--- config.mk ---
export PLATFORM = sky130hd
export DESIGN_NAME = flagged_channel_averager
export DESIGN_NICKNAME = d
export VERILOG_FILES = /design/src/rtl/core/fca_pkg.sv /design/src/rtl/core/fca_div.sv /design/src/rtl/core/fca_datapath.sv /design/src/rtl/core/fca_ctrl.sv /design/src/rtl/core/flagged_channel_averager.sv
export VERILOG_INCLUDE_DIRS = /design/src /design/src/rtl/core
export SDC_FILE = /design/constraint.sdc
export NUM_CORES = 2
export LEC_CHECK = 0
export ABC_AREA = 1
export BUFFER_PORTS_ARGS = -buffer_cell sky130_fd_sc_hd__buf_4
export CAP_MARGIN = 20
export CORE_MARGIN = 5
export CORE_UTILIZATION = 46
export DETAILED_ROUTE_END_ITERATION = 8
export PLACE_DENSITY_LB_ADDON = 0.2
export SLEW_MARGIN = 20
export SYNTH_ARGS = -nofsm -noshare
export SYNTH_HDL_FRONTEND = slang
export SYNTH_HIERARCHICAL = 1
export SYNTH_SLANG_ARGS = --single-unit
--- constraint.sdc ---
create_clock -name clk -period 12.44 [get_ports clk]
set_clock_uncertainty 0.2 [all_clocks]
set_input_delay 2.488 -clock clk [delete_from_list [all_inputs] [get_ports clk]]
set_output_delay 2.488 -clock clk [all_outputs]
set_load 0.02 [all_outputs]
--- src/rtl/core/assert_macros.svh ---
// Assertion macros shared by the averager RTL.
// Needs signals named clk and arst_n in the module that uses them.
`ifndef ASSERT_MACROS_SVH
`define ASSERT_MACROS_SVH

// Same-cycle implication, checked only out of reset.
`define FCA_ASSERT_IMPL(name, ante, cons) \
	name: assert property (@(posedge clk) disable iff (!arst_n) (ante) |-> (cons)) \
		else $error("fca: same-cycle implication failed");

// Next-cycle implication, checked only out of reset.
`define FCA_ASSERT_NEXT(name, ante, cons) \
	name: assert property (@(posedge clk) disable iff (!arst_n) (ante) |=> (cons)) \
		else $error("fca: next-cycle implication failed");

`endif

--- src/rtl/core/fca_pkg.sv ---
// Shared types and fixed constants of the flagged channel averager.
// No dependencies; used by the controller, datapath and top level.
package fca_pkg;

	// fixed field widths
	localparam int FREQ_W      = 40;
	localparam int AVG_W       = 5;
	localparam int NPOL_W      = 3;
	localparam int CFG_INDEX_W = 2;
	localparam int CFG_DATA_W  = 5;
	localparam int PASS_LIMIT  = 2;

	// register indexes
	localparam logic [CFG_INDEX_W-1:0] REG_AVERAGING = 2'd0;
	localparam logic [CFG_INDEX_W-1:0] REG_NUM_POLS  = 2'd1;

	// reset values of the registers
	localparam logic [AVG_W-1:0]  AVG_RESET  = 5'd1;
	localparam logic [NPOL_W-1:0] NPOL_RESET = 3'd4;

	// divider operand select
	typedef enum logic [1:0] {
		DIV_SEL_RE = 2'd0,
		DIV_SEL_IM = 2'd1,
		DIV_SEL_FQ = 2'd2
	} div_sel_t;

	// controller -> datapath
	typedef struct packed {
		logic     item_load;
		logic     exec;
		logic     div_start;
		div_sel_t div_sel;
		logic     cap_re;
		logic     cap_im;
		logic     cap_fq;
		logic     res_flag;
		logic     out_load;
	} cmd_t;

	// datapath -> controller
	typedef struct packed {
		logic pass;
		logic kind;
		logic grp_end;
		logic all_flagged;
		logic div_done;
	} status_t;

endpackage

--- src/rtl/core/fca_div.sv ---
// Restoring unsigned divider, one quotient bit per cycle.
// Standalone; instantiated by the datapath. Uses assert_macros.svh.
`include "assert_macros.svh"

module fca_div #(
	parameter int DW = 44,
	parameter int CW = 5
) (
	input  logic          clk,
	input  logic          arst_n,
	input  logic          start,
	input  logic [DW-1:0] dividend,
	input  logic [CW-1:0] divisor,
	output logic          done,
	output logic [DW-1:0] quotient
);

	localparam int CNTW = $clog2(DW);

	logic            busy_q;
	logic            done_q;
	logic [CNTW-1:0] cnt_q;
	logic [CW-1:0]   rem_q;
	logic [CW-1:0]   dvs_q;
	logic [DW-1:0]   quo_q;

	logic [CW:0] trial;
	logic        ge;
	logic [CW:0] diff;

	// one trial subtraction per cycle
	always_comb begin
		trial = {rem_q, quo_q[DW-1]};
		ge    = trial >= {1'b0, dvs_q};
		diff  = trial - {1'b0, dvs_q};
	end

	// control: busy while the DW quotient bits shift in, done pulses the cycle after
	always_ff @(posedge clk or negedge arst_n) begin
		if (!arst_n) begin
			busy_q <= 1'b0;
			done_q <= 1'b0;
			cnt_q  <= '0;
		end else begin
			done_q <= 1'b0;
			if (start) begin
				busy_q <= 1'b1;
				cnt_q  <= '0;
			end else if (busy_q) begin
				cnt_q <= cnt_q + CNTW'(1);
				if (cnt_q == CNTW'(DW - 1)) begin
					busy_q <= 1'b0;
					done_q <= 1'b1;
				end
			end
		end
	end

	// operands: quotient shifts in where the dividend shifts out
	always_ff @(posedge clk) begin
		if (start) begin
			rem_q <= '0;
			dvs_q <= divisor;
			quo_q <= dividend;
		end else if (busy_q) begin
			rem_q <= ge ? diff[CW-1:0] : trial[CW-1:0];
			quo_q <= {quo_q[DW-2:0], ge};
		end
	end

	assign done     = done_q;
	assign quotient = quo_q;

	// a new division never cuts into a running one
	`FCA_ASSERT_IMPL(a_no_restart, start, !busy_q)

endmodule

--- src/rtl/core/fca_datapath.sv ---
// Datapath: config registers, per-pol accumulators, divider, result and output regs.
// Depends on fca_pkg and fca_div.
module fca_datapath #(
	parameter int MAX_POLS      = 4,
	parameter int MAX_AVERAGING = 16,
	parameter int SAMPLE_WIDTH  = 24
) (
	input  logic                             clk,
	input  logic                             arst_n,
	input  logic                             cfg_wr_en,
	input  logic [fca_pkg::CFG_INDEX_W-1:0]  cfg_index,
	input  logic [fca_pkg::CFG_DATA_W-1:0]   cfg_data,
	input  fca_pkg::cmd_t                    cmd,
	output fca_pkg::status_t                 st,
	input  logic                             kind,
	input  logic signed [SAMPLE_WIDTH-1:0]   vis_real,
	input  logic signed [SAMPLE_WIDTH-1:0]   vis_imag,
	input  logic                             flagged,
	input  logic [fca_pkg::FREQ_W-1:0]       freq_value,
	output logic                             out_kind,
	output logic signed [SAMPLE_WIDTH-1:0]   avg_real,
	output logic signed [SAMPLE_WIDTH-1:0]   avg_imag,
	output logic                             avg_flagged,
	output logic [fca_pkg::FREQ_W-1:0]       avg_freq
);

	localparam int SW   = SAMPLE_WIDTH;
	localparam int FW   = fca_pkg::FREQ_W;
	localparam int GW   = $clog2(MAX_AVERAGING);
	localparam int CW   = $clog2(MAX_AVERAGING + 1);
	localparam int SUMW = SW + GW;
	localparam int FSW  = FW + GW;
	localparam int DW   = (SUMW > FSW) ? SUMW : FSW;
	localparam int PW   = (MAX_POLS > 1) ? $clog2(MAX_POLS) : 1;
	localparam int NW   = $clog2(MAX_POLS + 1);

	// configuration
	logic [fca_pkg::AVG_W-1:0]  avg_cfg_q;
	logic [fca_pkg::NPOL_W-1:0] npol_cfg_q;
	logic                       cfg_hit;

	assign cfg_hit = cfg_wr_en &&
		(cfg_index == fca_pkg::REG_AVERAGING || cfg_index == fca_pkg::REG_NUM_POLS);

	always_ff @(posedge clk or negedge arst_n) begin
		if (!arst_n) begin
			avg_cfg_q  <= fca_pkg::AVG_RESET;
			npol_cfg_q <= fca_pkg::NPOL_RESET;
		end else if (cfg_wr_en) begin
			case (cfg_index)
				fca_pkg::REG_AVERAGING: avg_cfg_q  <= cfg_data[fca_pkg::AVG_W-1:0];
				fca_pkg::REG_NUM_POLS:  npol_cfg_q <= cfg_data[fca_pkg::NPOL_W-1:0];
				default: ;
			endcase
		end
	end

	// effective group size and pol count
	logic [CW-1:0] avg_eff;
	logic [NW-1:0] npol_eff;
	logic          pass_w;

	always_comb begin
		if (32'(avg_cfg_q) > 32'(MAX_AVERAGING))
			avg_eff = CW'(MAX_AVERAGING);
		else
			avg_eff = CW'(avg_cfg_q);
		if (npol_cfg_q == '0)
			npol_eff = NW'(1);
		else if (32'(npol_cfg_q) > 32'(MAX_POLS))
			npol_eff = NW'(MAX_POLS);
		else
			npol_eff = NW'(npol_cfg_q);
		pass_w = avg_eff < CW'(fca_pkg::PASS_LIMIT);
	end

	// captured input beat
	logic                 kind_q;
	logic signed [SW-1:0] re_q;
	logic signed [SW-1:0] im_q;
	logic                 flg_q;
	logic [FW-1:0]        freq_q;

	always_ff @(posedge clk) begin
		if (cmd.item_load) begin
			kind_q <= kind;
			re_q   <= vis_real;
			im_q   <= vis_imag;
			flg_q  <= flagged;
			freq_q <= freq_value;
		end
	end

	// accumulator state
	logic signed [SUMW-1:0] sum_re_q [MAX_POLS];
	logic signed [SUMW-1:0] sum_im_q [MAX_POLS];
	logic [CW-1:0]          cnt_q    [MAX_POLS];
	logic [PW-1:0]          pol_q;
	logic [GW-1:0]          vgrp_q;
	logic [FSW-1:0]         fsum_q;
	logic [GW-1:0]          fgrp_q;

	// operands handed to the divider at a group end
	logic signed [SUMW-1:0] op_re_q;
	logic signed [SUMW-1:0] op_im_q;
	logic [CW-1:0]          op_cnt_q;
	logic [FSW-1:0]         op_fq_q;

	// next accumulator values for the current beat
	logic [PW-1:0]          p;
	logic                   last_pol;
	logic                   vend;
	logic                   fend;
	logic signed [SUMW-1:0] new_re;
	logic signed [SUMW-1:0] new_im;
	logic [CW-1:0]          new_cnt;
	logic [FSW-1:0]         new_fsum;

	always_comb begin
		if (NW'(pol_q) >= npol_eff)
			p = PW'(npol_eff - NW'(1));
		else
			p = pol_q;
		last_pol = ((NW+1)'(p) + (NW+1)'(1)) >= (NW+1)'(npol_eff);
		vend     = ((CW+1)'(vgrp_q) + (CW+1)'(1)) >= (CW+1)'(avg_eff);
		fend     = ((CW+1)'(fgrp_q) + (CW+1)'(1)) >= (CW+1)'(avg_eff);
		new_re   = sum_re_q[p];
		new_im   = sum_im_q[p];
		new_cnt  = cnt_q[p];
		if (!flg_q) begin
			new_re  = sum_re_q[p] + SUMW'(re_q);
			new_im  = sum_im_q[p] + SUMW'(im_q);
			new_cnt = cnt_q[p] + CW'(1);
		end
		new_fsum = fsum_q + FSW'(freq_q);
	end

	// accumulate; a group end clears the sums (the operand regs below load them on every exec)
	always_ff @(posedge clk or negedge arst_n) begin
		if (!arst_n) begin
			for (int i = 0; i < MAX_POLS; i++) begin
				sum_re_q[i] <= '0;
				sum_im_q[i] <= '0;
				cnt_q[i]    <= '0;
			end
			pol_q  <= '0;
			vgrp_q <= '0;
			fsum_q <= '0;
			fgrp_q <= '0;
		end else if (cfg_hit) begin
			for (int i = 0; i < MAX_POLS; i++) begin
				sum_re_q[i] <= '0;
				sum_im_q[i] <= '0;
				cnt_q[i]    <= '0;
			end
			pol_q  <= '0;
			vgrp_q <= '0;
			fsum_q <= '0;
			fgrp_q <= '0;
		end else if (cmd.exec && !pass_w) begin
			if (kind_q) begin
				if (fend) begin
					fsum_q <= '0;
					fgrp_q <= '0;
				end else begin
					fsum_q <= new_fsum;
					fgrp_q <= fgrp_q + GW'(1);
				end
			end else begin
				if (vend) begin
					sum_re_q[p] <= '0;
					sum_im_q[p] <= '0;
					cnt_q[p]    <= '0;
				end else begin
					sum_re_q[p] <= new_re;
					sum_im_q[p] <= new_im;
					cnt_q[p]    <= new_cnt;
				end
				if (last_pol) begin
					pol_q  <= '0;
					vgrp_q <= vend ? '0 : vgrp_q + GW'(1);
				end else begin
					pol_q <= p + PW'(1);
				end
			end
		end
	end

	always_ff @(posedge clk) begin
		if (cmd.exec) begin
			op_re_q  <= new_re;
			op_im_q  <= new_im;
			op_cnt_q <= new_cnt;
			op_fq_q  <= new_fsum;
		end
	end

	// divider operand select, magnitudes for the signed sums
	logic [SUMW-1:0] mag_re;
	logic [SUMW-1:0] mag_im;
	logic [DW-1:0]   div_dvd;
	logic [CW-1:0]   div_dvs;
	logic            div_done;
	logic [DW-1:0]   div_quo;

	always_comb begin
		mag_re = op_re_q[SUMW-1] ? SUMW'(-op_re_q) : SUMW'(op_re_q);
		mag_im = op_im_q[SUMW-1] ? SUMW'(-op_im_q) : SUMW'(op_im_q);
		case (cmd.div_sel)
			fca_pkg::DIV_SEL_RE: begin
				div_dvd = DW'(mag_re);
				div_dvs = op_cnt_q;
			end
			fca_pkg::DIV_SEL_IM: begin
				div_dvd = DW'(mag_im);
				div_dvs = op_cnt_q;
			end
			fca_pkg::DIV_SEL_FQ: begin
				div_dvd = DW'(op_fq_q);
				div_dvs = avg_eff;
			end
			default: begin
				div_dvd = '0;
				div_dvs = '0;
			end
		endcase
	end

	fca_div #(
		.DW(DW),
		.CW(CW)
	) u_div (
		.clk      (clk),
		.arst_n   (arst_n),
		.start    (cmd.div_start),
		.dividend (div_dvd),
		.divisor  (div_dvs),
		.done     (div_done),
		.quotient (div_quo)
	);

	// quotient with the sign of the sum, truncated toward zero
	logic [SW-1:0] q_low;
	logic [SW-1:0] q_re;
	logic [SW-1:0] q_im;

	always_comb begin
		q_low = div_quo[SW-1:0];
		q_re  = op_re_q[SUMW-1] ? (~q_low + SW'(1)) : q_low;
		q_im  = op_im_q[SUMW-1] ? (~q_low + SW'(1)) : q_low;
	end

	// result register
	logic                 res_kind_q;
	logic signed [SW-1:0] res_re_q;
	logic signed [SW-1:0] res_im_q;
	logic                 res_flg_q;
	logic [FW-1:0]        res_fq_q;

	always_ff @(posedge clk) begin
		if (cmd.exec && pass_w) begin
			res_kind_q <= kind_q;
			res_re_q   <= kind_q ? '0 : re_q;
			res_im_q   <= kind_q ? '0 : im_q;
			res_flg_q  <= kind_q ? 1'b0 : flg_q;
			res_fq_q   <= kind_q ? freq_q : '0;
		end
		if (cmd.res_flag) begin
			res_kind_q <= 1'b0;
			res_re_q   <= '0;
			res_im_q   <= '0;
			res_flg_q  <= 1'b1;
			res_fq_q   <= '0;
		end
		if (cmd.cap_re) begin
			res_kind_q <= 1'b0;
			res_re_q   <= q_re;
			res_flg_q  <= 1'b0;
			res_fq_q   <= '0;
		end
		if (cmd.cap_im)
			res_im_q <= q_im;
		if (cmd.cap_fq) begin
			res_kind_q <= 1'b1;
			res_re_q   <= '0;
			res_im_q   <= '0;
			res_flg_q  <= 1'b0;
			res_fq_q   <= div_quo[FW-1:0];
		end
	end

	// output register
	always_ff @(posedge clk) begin
		if (cmd.out_load) begin
			out_kind    <= res_kind_q;
			avg_real    <= res_re_q;
			avg_imag    <= res_im_q;
			avg_flagged <= res_flg_q;
			avg_freq    <= res_fq_q;
		end
	end

	// status to the controller
	always_comb begin
		st.pass        = pass_w;
		st.kind        = kind_q;
		st.grp_end     = kind_q ? fend : vend;
		st.all_flagged = (op_cnt_q == '0);
		st.div_done    = div_done;
	end

endmodule

--- src/rtl/core/fca_ctrl.sv ---
// Controller: sequences one beat through accumulate, divide and output.
// Depends on fca_pkg and assert_macros.svh.
`include "assert_macros.svh"

module fca_ctrl (
	input  logic             clk,
	input  logic             arst_n,
	input  logic             in_valid,
	output logic             in_stall,
	output logic             out_valid,
	input  logic             out_stall,
	input  fca_pkg::status_t st,
	output fca_pkg::cmd_t    cmd
);

	typedef enum logic [6:0] {
		S_IDLE   = 7'b0000001,
		S_EXEC   = 7'b0000010,
		S_LOAD   = 7'b0000100,
		S_DIV_RE = 7'b0001000,
		S_DIV_IM = 7'b0010000,
		S_DIV_FQ = 7'b0100000,
		S_OUT    = 7'b1000000
	} state_t;

	state_t state_q;
	state_t state_d;
	logic   out_valid_q;
	logic   out_free;

	assign out_free = !out_valid_q || !out_stall;

	// next state and commands
	always_comb begin
		state_d = state_q;
		cmd     = '0;
		cmd.div_sel = fca_pkg::DIV_SEL_RE;
		case (state_q)
			S_IDLE: begin
				if (in_valid) begin
					cmd.item_load = 1'b1;
					state_d       = S_EXEC;
				end
			end
			S_EXEC: begin
				cmd.exec = 1'b1;
				if (st.pass)
					state_d = S_OUT;
				else if (st.grp_end)
					state_d = S_LOAD;
				else
					state_d = S_IDLE;
			end
			S_LOAD: begin
				if (st.kind) begin
					cmd.div_start = 1'b1;
					cmd.div_sel   = fca_pkg::DIV_SEL_FQ;
					state_d       = S_DIV_FQ;
				end else if (st.all_flagged) begin
					cmd.res_flag = 1'b1;
					state_d      = S_OUT;
				end else begin
					cmd.div_start = 1'b1;
					cmd.div_sel   = fca_pkg::DIV_SEL_RE;
					state_d       = S_DIV_RE;
				end
			end
			S_DIV_RE: begin
				if (st.div_done) begin
					cmd.cap_re    = 1'b1;
					cmd.div_start = 1'b1;
					cmd.div_sel   = fca_pkg::DIV_SEL_IM;
					state_d       = S_DIV_IM;
				end
			end
			S_DIV_IM: begin
				cmd.div_sel = fca_pkg::DIV_SEL_IM;
				if (st.div_done) begin
					cmd.cap_im = 1'b1;
					state_d    = S_OUT;
				end
			end
			S_DIV_FQ: begin
				cmd.div_sel = fca_pkg::DIV_SEL_FQ;
				if (st.div_done) begin
					cmd.cap_fq = 1'b1;
					state_d    = S_OUT;
				end
			end
			S_OUT: begin
				if (out_free) begin
					cmd.out_load = 1'b1;
					state_d      = S_IDLE;
				end
			end
			default: state_d = S_IDLE;
		endcase
	end

	always_ff @(posedge clk or negedge arst_n) begin
		if (!arst_n) begin
			state_q     <= S_IDLE;
			out_valid_q <= 1'b0;
		end else begin
			state_q     <= state_d;
			out_valid_q <= cmd.out_load || (out_valid_q && out_stall);
		end
	end

	assign in_stall  = (state_q != S_IDLE);
	assign out_valid = out_valid_q;

	// an accepted beat always goes through the accumulate step
	`FCA_ASSERT_NEXT(a_accept_to_exec, in_valid && !in_stall, state_q == S_EXEC)
	// a result only appears after the output step
	`FCA_ASSERT_IMPL(a_out_from_out_state, $rose(out_valid_q), $past(state_q) == S_OUT)
	// divider completions land only in a divide state
	`FCA_ASSERT_IMPL(a_done_in_div, st.div_done,
		state_q == S_DIV_RE || state_q == S_DIV_IM || state_q == S_DIV_FQ)

endmodule

--- src/rtl/core/flagged_channel_averager.sv ---
// Top level of the flagged channel averager: controller plus datapath.
// Depends on fca_pkg, fca_ctrl, fca_datapath (and fca_div below it).
//
// Channel   Direction  Handshake            Payload
// input     in         in_valid/in_stall    kind, vis_real, vis_imag, flagged, freq_value
// output    out        out_valid/out_stall  out_kind, avg_real, avg_imag, avg_flagged, avg_freq
// config    in         cfg_wr_en            cfg_index, cfg_data
//
// One beat at a time. Every beat is loaded, and all but passthrough beats accumulated; a passthrough
// beat then goes to output, a fully flagged group end to the load step and output. Group ends run the
// shared bit-serial divider of DW = max(SAMPLE_WIDTH, 40) + log2(MAX_AVERAGING) bits
// (44 by default), once for a frequency beat, twice (real, then imag) for a visibility one not fully flagged.
// Reset: registers to averaging 1, num_pols 4, accumulators cleared; no clearing pass.
// A held result sits in the output register; a stalled output holds the next result back, and the input with it.
module flagged_channel_averager #(
	parameter int MAX_POLS      = 4,
	parameter int MAX_AVERAGING = 16,
	parameter int SAMPLE_WIDTH  = 24
) (
	input  logic                             clk,
	input  logic                             arst_n,
	input  logic                             cfg_wr_en,
	input  logic [fca_pkg::CFG_INDEX_W-1:0]  cfg_index,
	input  logic [fca_pkg::CFG_DATA_W-1:0]   cfg_data,
	input  logic                             in_valid,
	output logic                             in_stall,
	input  logic                             kind,
	input  logic signed [SAMPLE_WIDTH-1:0]   vis_real,
	input  logic signed [SAMPLE_WIDTH-1:0]   vis_imag,
	input  logic                             flagged,
	input  logic [fca_pkg::FREQ_W-1:0]       freq_value,
	output logic                             out_valid,
	input  logic                             out_stall,
	output logic                             out_kind,
	output logic signed [SAMPLE_WIDTH-1:0]   avg_real,
	output logic signed [SAMPLE_WIDTH-1:0]   avg_imag,
	output logic                             avg_flagged,
	output logic [fca_pkg::FREQ_W-1:0]       avg_freq
);

	fca_pkg::cmd_t    cmd;
	fca_pkg::status_t st;

	fca_ctrl u_ctrl (
		.clk       (clk),
		.arst_n    (arst_n),
		.in_valid  (in_valid),
		.in_stall  (in_stall),
		.out_valid (out_valid),
		.out_stall (out_stall),
		.st        (st),
		.cmd       (cmd)
	);

	fca_datapath #(
		.MAX_POLS      (MAX_POLS),
		.MAX_AVERAGING (MAX_AVERAGING),
		.SAMPLE_WIDTH  (SAMPLE_WIDTH)
	) u_dp (
		.clk         (clk),
		.arst_n      (arst_n),
		.cfg_wr_en   (cfg_wr_en),
		.cfg_index   (cfg_index),
		.cfg_data    (cfg_data),
		.cmd         (cmd),
		.st          (st),
		.kind        (kind),
		.vis_real    (vis_real),
		.vis_imag    (vis_imag),
		.flagged     (flagged),
		.freq_value  (freq_value),
		.out_kind    (out_kind),
		.avg_real    (avg_real),
		.avg_imag    (avg_imag),
		.avg_flagged (avg_flagged),
		.avg_freq    (avg_freq)
	);

endmodule
Yosys cells after proc, flatten, opt, wreduce, memory -nomap -nowiden
Cells that the tools add are included.
{"block": "word_totals", "inputBits": 102, "output_inout_bits": 92, "elab_cells": 242, "reg_bits": 751}
{"block": "op_classes", "add_sub_neg": 16, "magnitude_cmp": 10, "bitwise_logic": 7, "n_reduce_logical": 32, "mux": 115, "eq_ne": 17}
{"cell": "112-bit 2-to-1 mux", "count": 8}
{"cell": "44-bit 2-to-1 mux", "count": 6}
{"cell": "28-bit 2-to-1 mux", "count": 9}
{"cell": "24-bit 2-to-1 mux", "count": 10}
{"cell": "112-bit AND", "count": 2}
{"cell": "112-bit bitwise mux", "count": 2}
{"cell": "40-bit 2-to-1 mux", "count": 5}
{"cell": "44-bit case mux with 3 select lines", "count": 1}
{"cell": "28-bit binary-select mux with 2-bit select", "count": 2}
{"cell": "112-bit inverter", "count": 1}
{"cell": "20-bit 2-to-1 mux", "count": 4}
{"cell": "28-bit by 24-bit adder with 28-bit output", "count": 2}
{"cell": "28-bit demux with 2-bit select", "count": 1}
{"cell": "28-bit negation", "count": 2}
{"cell": "7-bit 2-to-1 mux", "count": 7}
{"cell": "44-bit by 40-bit adder with 44-bit output", "count": 1}
{"cell": "7-bit case mux with 6 select lines", "count": 1}
{"cell": "4-bit 2-to-1 mux", "count": 10}
{"cell": "5-bit 2-to-1 mux", "count": 6}
{"cell": "1-bit 2-to-1 mux", "count": 25}
{"cell": "24-bit by 1-bit adder with 24-bit output, second input constant", "count": 1}
{"cell": "24-bit inverter", "count": 1}
{"cell": "20-bit AND", "count": 1}
{"cell": "20-bit bitwise mux", "count": 1}
{"cell": "other kinds (52)", "count": 88}

Depth between registers and ports, before layout
{"block": "logic_depth", "depth_word": 16, "depth_mapped": 31, "depth_no_buf": 30}

By module
The synthesis kept the hierarchy.
{"module": "fca_datapath", "seq_area_each_um2": 18420.2, "instances": 1, "area_per_inst_um2": 41145.7, "cells_per_inst": 5626}
{"module": "fca_div", "seq_area_each_um2": 1771.7, "instances": 1, "area_per_inst_um2": 2861.5, "cells_per_inst": 302}
{"module": "fca_ctrl", "seq_area_each_um2": 201.4, "instances": 1, "area_per_inst_um2": 578.1, "cells_per_inst": 91}

Worst setup path after synthesis
OpenSTA, ideal clock, no wires.
{"block": "synth_path", "kind": "input -> register", "start": "input port out_stall", "end": "register u_dp.avg_flagged, enable pin", "arrival_ps": 6347, "required_ps": 11701, "setup_ps": 539, "n_path_buf": 0, "stages": 3, "slack_ps": 5354, "cell_sequence": "nand2_1 > inv_1 > nor2_1"}
{"item": "start: declaration", "line_no": "flagged_channel_averager.sv:33", "text": "input logic out_stall,"}
{"item": "end signal: assignment", "line_no": "fca_datapath.sv:298", "text": "avg_flagged <= res_flg_q;"}
{"item": "end: declaration", "line_no": "fca_datapath.sv:23", "text": "output logic avg_flagged,"}

Worst setup path after layout
{"block": "layout_path", "start": "register u_dp/npol_cfg_q[1] (netlist name)", "end": "register u_dp.op_re_q[26] (data pin)"}
{"block": "layout_via", "elab_chain_len": 11}
{"item": "start: declaration", "line_no": "fca_datapath.sv:39", "text": "logic [fca_pkg::NPOL_W-1:0] npol_cfg_q;"}
{"item": "start signal: assignment", "line_no": "fca_datapath.sv:48", "text": "npol_cfg_q <= fca_pkg::NPOL_RESET;"}
{"item": "start signal: assignment", "line_no": "fca_datapath.sv:52", "text": "fca_pkg::REG_NUM_POLS: npol_cfg_q <= cfg_data[fca_pkg::NPOL_W-1:0];"}
{"item": "3-bit > comparator", "line_no": "fca_datapath.sv:70", "text": "else if (32'(npol_cfg_q) > 32'(MAX_POLS))"}
{"item": "3-bit 2-to-1 mux", "line_no": "fca_datapath.sv:70"}
{"item": "3-bit 2-to-1 mux (*)", "line_no": "fca_datapath.sv:68", "text": "if (npol_cfg_q == '0)"}
{"item": "2-bit by 3-bit greater-or-equal comparator with 1-bit output / 2-bit by 1-bit subtractor with 2-bit output (equally long branches)", "line_no": "fca_datapath.sv:120, fca_datapath.sv:121"}
{"item": "2-bit 2-to-1 mux (*)", "line_no": "fca_datapath.sv:120", "text": "if (NW'(pol_q) >= npol_eff)"}
{"item": "2-bit inverter with 3-bit output (implied by the code) (*)", "line_no": "fca_datapath.sv:127, fca_datapath.sv:131"}
{"item": "28-bit binary-select mux with 2-bit select (*)", "line_no": "fca_datapath.sv:127, fca_datapath.sv:131"}
{"item": "28-bit 2-to-1 mux (implied by the code) (*) (2 in series)", "line_no": "fca_datapath.sv:127, fca_datapath.sv:131"}
{"item": "28-bit by 24-bit adder with 28-bit output", "line_no": "fca_datapath.sv:131", "text": "new_re = sum_re_q[p] + SUMW'(re_q);"}
{"item": "28-bit 2-to-1 mux (*)", "line_no": "fca_datapath.sv:130", "text": "if (!flg_q) begin"}
{"item": "net u_dp.new_re[26]", "line_no": "fca_datapath.sv:114", "text": "logic signed [SUMW-1:0] new_re;"}
{"item": "end signal: assignment", "line_no": "fca_datapath.sv:191", "text": "op_re_q <= new_re;"}
{"item": "end: declaration", "line_no": "fca_datapath.sv:104", "text": "logic signed [SUMW-1:0] op_re_q;"}
Mark *: on every way through the listed nets, which the timed path passes. The rest lies on a longest branch. The select of a mux whose other input is x is not followed.
A chain may end at the register's enable or synchronous reset.

==> results_dict.tcl <==
set metrics [dict create \
    outcome "finished, final reports clean" \
    fin_crit_ns 6.096 \
    p_sw_share_pct 52.63 \
    tightest_slew_ns 1.132 \
    drcViolationCount 0 \
    synth_top_cell_by_area "edfxtp_1" \
    overflow 0 \
    p_per_area_nw_per_um2 324.8 \
    yosysMostFrequentCell "nand2_1" \
    synth_fa_ha_area_share_pct 3.687 \
    track_usage_pct 30.15 \
    seqCellArea_um2 20390 \
    cts_resized 0 \
    synth_compound_area_share_pct 13.37 \
    synth_top_cell_area_share_pct 25.19 \
    fin_area_um2 49920 \
    p_leak_nw 24.11 \
    maxCapViolCount 0 \
    rr_worst_depth 21 \
    clkPwrFrac_pct 16.0 \
    num_rows 114 \
    slew_viol_final 0 \
    ios 194 \
    setup_viol 0 \
    ys_seq_area_share_pct 45.74 \
    grt_pass1_wl_um 240800 \
    synth_edf_count 374 \
    cts_max_level 3 \
    nFillCells 9389 \
    syn2layout_area_growth_pct 11.97 \
    via_per_inst 5.613 \
    cp-start-kind "flip-flop" \
    via_count 41670 \
    synthArstFlopShare_pct 42.88 \
    synth_top_family_by_area "simple AND/OR/NAND/NOR gates" \
    syn_area_um2 44590 \
    first_global_vias 38910 \
    hold_class "reg2reg" \
    synthCells 6019 \
    cts_buffers 85 \
    core-area_um2 96420 \
    path_class "reg2reg" \
    intPower_mw 7.681 \
    fmax_mhz 164.0 \
    postSynthAreaPerCell_um2 7.407 \
    wl_um 160500 \
    antenna_found_initial 2 \
    clk_pin_slew_worst_paths_ns 0.06 \
    initialDrtViolationCount 4274 \
    tritoncts "yes" \
    path_max_fanout 47 \
    ant_nets 0 \
    grt_max_degree 146 \
    hp-start "u_dp/res_fq_q[32]" \
    multi_input_area_um2 21230 \
    synth_top_cells_by_count "nand2_1, nor2_1, a21oi_1" \
    irDropWorstVdd_uv 236.2 \
    p_comb_share_pct 59.1 \
    ys_ff_latch 751 \
    holdPathStages 0 \
    layout-drive-gt1-share_pct 7.451 \
    layout_worst_path_cycle_share_pct 49.00 \
    dieWidth_um 321.3 \
    dieArea_um2 103300 \
    critical_path_arrival_ns 6.31 \
    p_switching_mw 8.533 \
    synth.distinct_cells 62 \
    hold-path-endpoint "u_dp/avg_freq[32]" \
    ctsRootBufferMaster "clkbuf_16" \
    clk_latency_ns 0.68 \
    cts_setup_buffers 0 \
    finalHoldViolations 0 \
    worstPathRequired_ns 12.66 \
    r2r_end "u_dp/op_re_q[26]" \
    dp_hpwl_um 110400 \
    fin_setup_tns_ns 0 \
    rsz0062_at_grt "false" \
    synthTopCellsByArea "edfxtp_1, dfrtp_1, nand2_1, a21oi_1, nor2_1" \
    crit_path_end_kind "flip-flop" \
    wl_per_cell_um 21.62 \
    synth_mux_area_share_pct 0.02526 \
    placed_cell_area_um2 47030 \
    pwr-share-seq_pct 24.8 \
    gp_congestion 0.9815 \
    synthXorXnorAreaFrac_pct 1.532 \
    chipHeight_um 321.3 \
    clock_sinks 751 \
    ys_warn_count 6 \
    portBuffers 193 \
    r2r_setup_slack_ns 6.34 \
    relSlewSlack_pct 23.76 \
    ys.flop_type "edfxtp_1" \
    firstDrtPassIters 6 \
    initial_utilization_pct 46.24 \
    fin_nets 6305 \
    cts_hold_buffers 0 \
    synthSimpleGateAreaFrac_pct 28.75 \
    r2r-start "u_dp/npol_cfg_q[1]" \
    clockBufferDepth 3 \
    synth_nets 6250 \
]
[power by group through the flow]
stage	sequential (mW)	combinational [mW]	clock (mW)
finish	4.03	9.59	2.60
CTS	4.00	9.43	2.65
global placement	4.04	9.30	0
global route	4.08	10.6	2.75
detailed placement	4.04	9.38	0
floorplan	3.82	6.63	0
[state kept, by name (all words and copies together) (netlist names), 5 cells and up]
| signal | count |
|---|---|
| u_dp/op_im_q | 28 |
| u_dp/u_div/quotient | 44 |
| u_dp/u_div/cnt_q | 6 |
| u_dp/op_cnt_q | 5 |
| u_dp/im_q | 24 |
| u_dp/re_q | 24 |
| u_dp/avg_real | 24 |
| u_dp/sum_re_q | 112 |
| u_dp/avg_cfg_q | 5 |
| u_dp/avg_imag | 24 |
| u_dp/cnt_q | 20 |
| u_dp/fsum_q | 44 |
| u_dp/res_im_q | 24 |
| u_dp/freq_q | 40 |
| u_dp/avg_freq | 40 |
| u_dp/op_fq_q | 44 |
| u_ctrl/state_q | 7 |
| u_dp/sum_im_q | 112 |
| u_dp/res_re_q | 24 |
| u_dp/u_div/dvs_q | 5 |
| u_dp/u_div/rem_q | 5 |
| u_dp/res_fq_q | 40 |
| u_dp/op_re_q | 28 |
[cell type report]
class	instances	share of cell area [%]
sequential	751	40.85
timing repair buffer	249	3.799
clock inverter	45	1.048
multi-input combinational	4478	42.53
antenna	1	0.005012
inverter	509	3.842
tap	1276	3.198
clock buffer	115	4.732
[placed cells by master, fill, tap and decap left out, types with 11 or more instances in the layout]
cell          n
nand2_1    1930
nor2_1      615
a21oi_1     543
inv_1       483
nand3_1     434
edfxtp_1    374
dfrtp_1     319
buf_4       245
o21ai_0     240
o21ai_1     203
ha_1        122
clkbuf_16    87
dfxtp_1      55
xor2_1       50
o211ai_1     39
nor3_1       38
nand4_1      36
and2_1       28
xnor2_1      28
clkbuf_1     20
clkinv_1     17
inv_2        17
clkinv_2     15
a22o_1       15
nor4_1       14
a21o_1       14
o21bai_1     13
a31oi_1      12
or2_2        11
[routing by layer]
metal / part of all wire [%] / GRT usage (%)
met1: 42 / 39.89
met2: 47 / 49.55
met3: 6.7 / 4.102
met4: 5.1 / 13.72
met5: 0.0093 / 0
[worst max-delay path, cell delays in order, from the launching register on]
cell	delay, ns
dfrtp_1	0.41
a21oi_1	0.33
ha_1	0.32
nand3_2	0.10
nand4_2	0.51
nand2_4	0.69
inv_2	0.44
buf_4	0.40
nor2_1	0.15
nor2_1	0.05
o21ai_1	0.12
nand2_1	0.09
ha_1	0.32
inv_1	0.09
o21bai_1	0.11
a21boi_0	0.37
nand3_1	0.31
nand3_1	0.20
nand2_1	0.07
nand2_1	0.06
nand3_1	0.18
and2_1	0.25
[worst max-delay path by stage]
stage	start	end	cells past startpoint
2_1_floorplan	out_stall	u_dp/avg_flagged	3
3_3_place_gp	u_dp/npol_cfg_q[1]	u_dp/op_re_q[25]	22
5_1_grt	u_dp/npol_cfg_q[1]	u_dp/sum_re_q[19]	25
3_5_place_dp	u_dp/npol_cfg_q[1]	u_dp/op_re_q[26]	21
4_1_cts	u_dp/npol_cfg_q[1]	u_dp/op_re_q[26]	21
6_report	u_dp/npol_cfg_q[1]	u_dp/op_re_q[26]	21
[per-stage QoR]
stage | hold WS, ns | util [%] | setup slack [ns] | cells | total power, mW
2_1_floorplan | 0.2003 | - | 5.354 | 6019 | 10.45
3_3_place_gp | 0.2008 | 48.77 | 6.674 | 7263 | 13.34
3_5_place_dp | 0.2052 | 48.77 | 6.497 | 7263 | 13.42
4_1_cts | 0.2189 | 51.77 | 6.481 | 7423 | 16.08
5_1_grt | 0.2259 | 51.77 | 5.923 | 7423 | 17.41
6_report | 0.2174 | 51.78 | 6.344 | 7424 | 16.21
[logic make-up (layout without fill, tap and decap cells)]
kind of cell | count (synthesis) | in the layout
simple gates | 3149 | 3149
compound gates | 1121 | 1121
buf+inv | 790 | 918
flops | 751 | 751
fa+ha+maj | 129 | 129
xor+xnor | 78 | 78
mux | 1 | 1
other cells | 0 | 1
No activity file was read; power rests on OpenSTA's default activity.
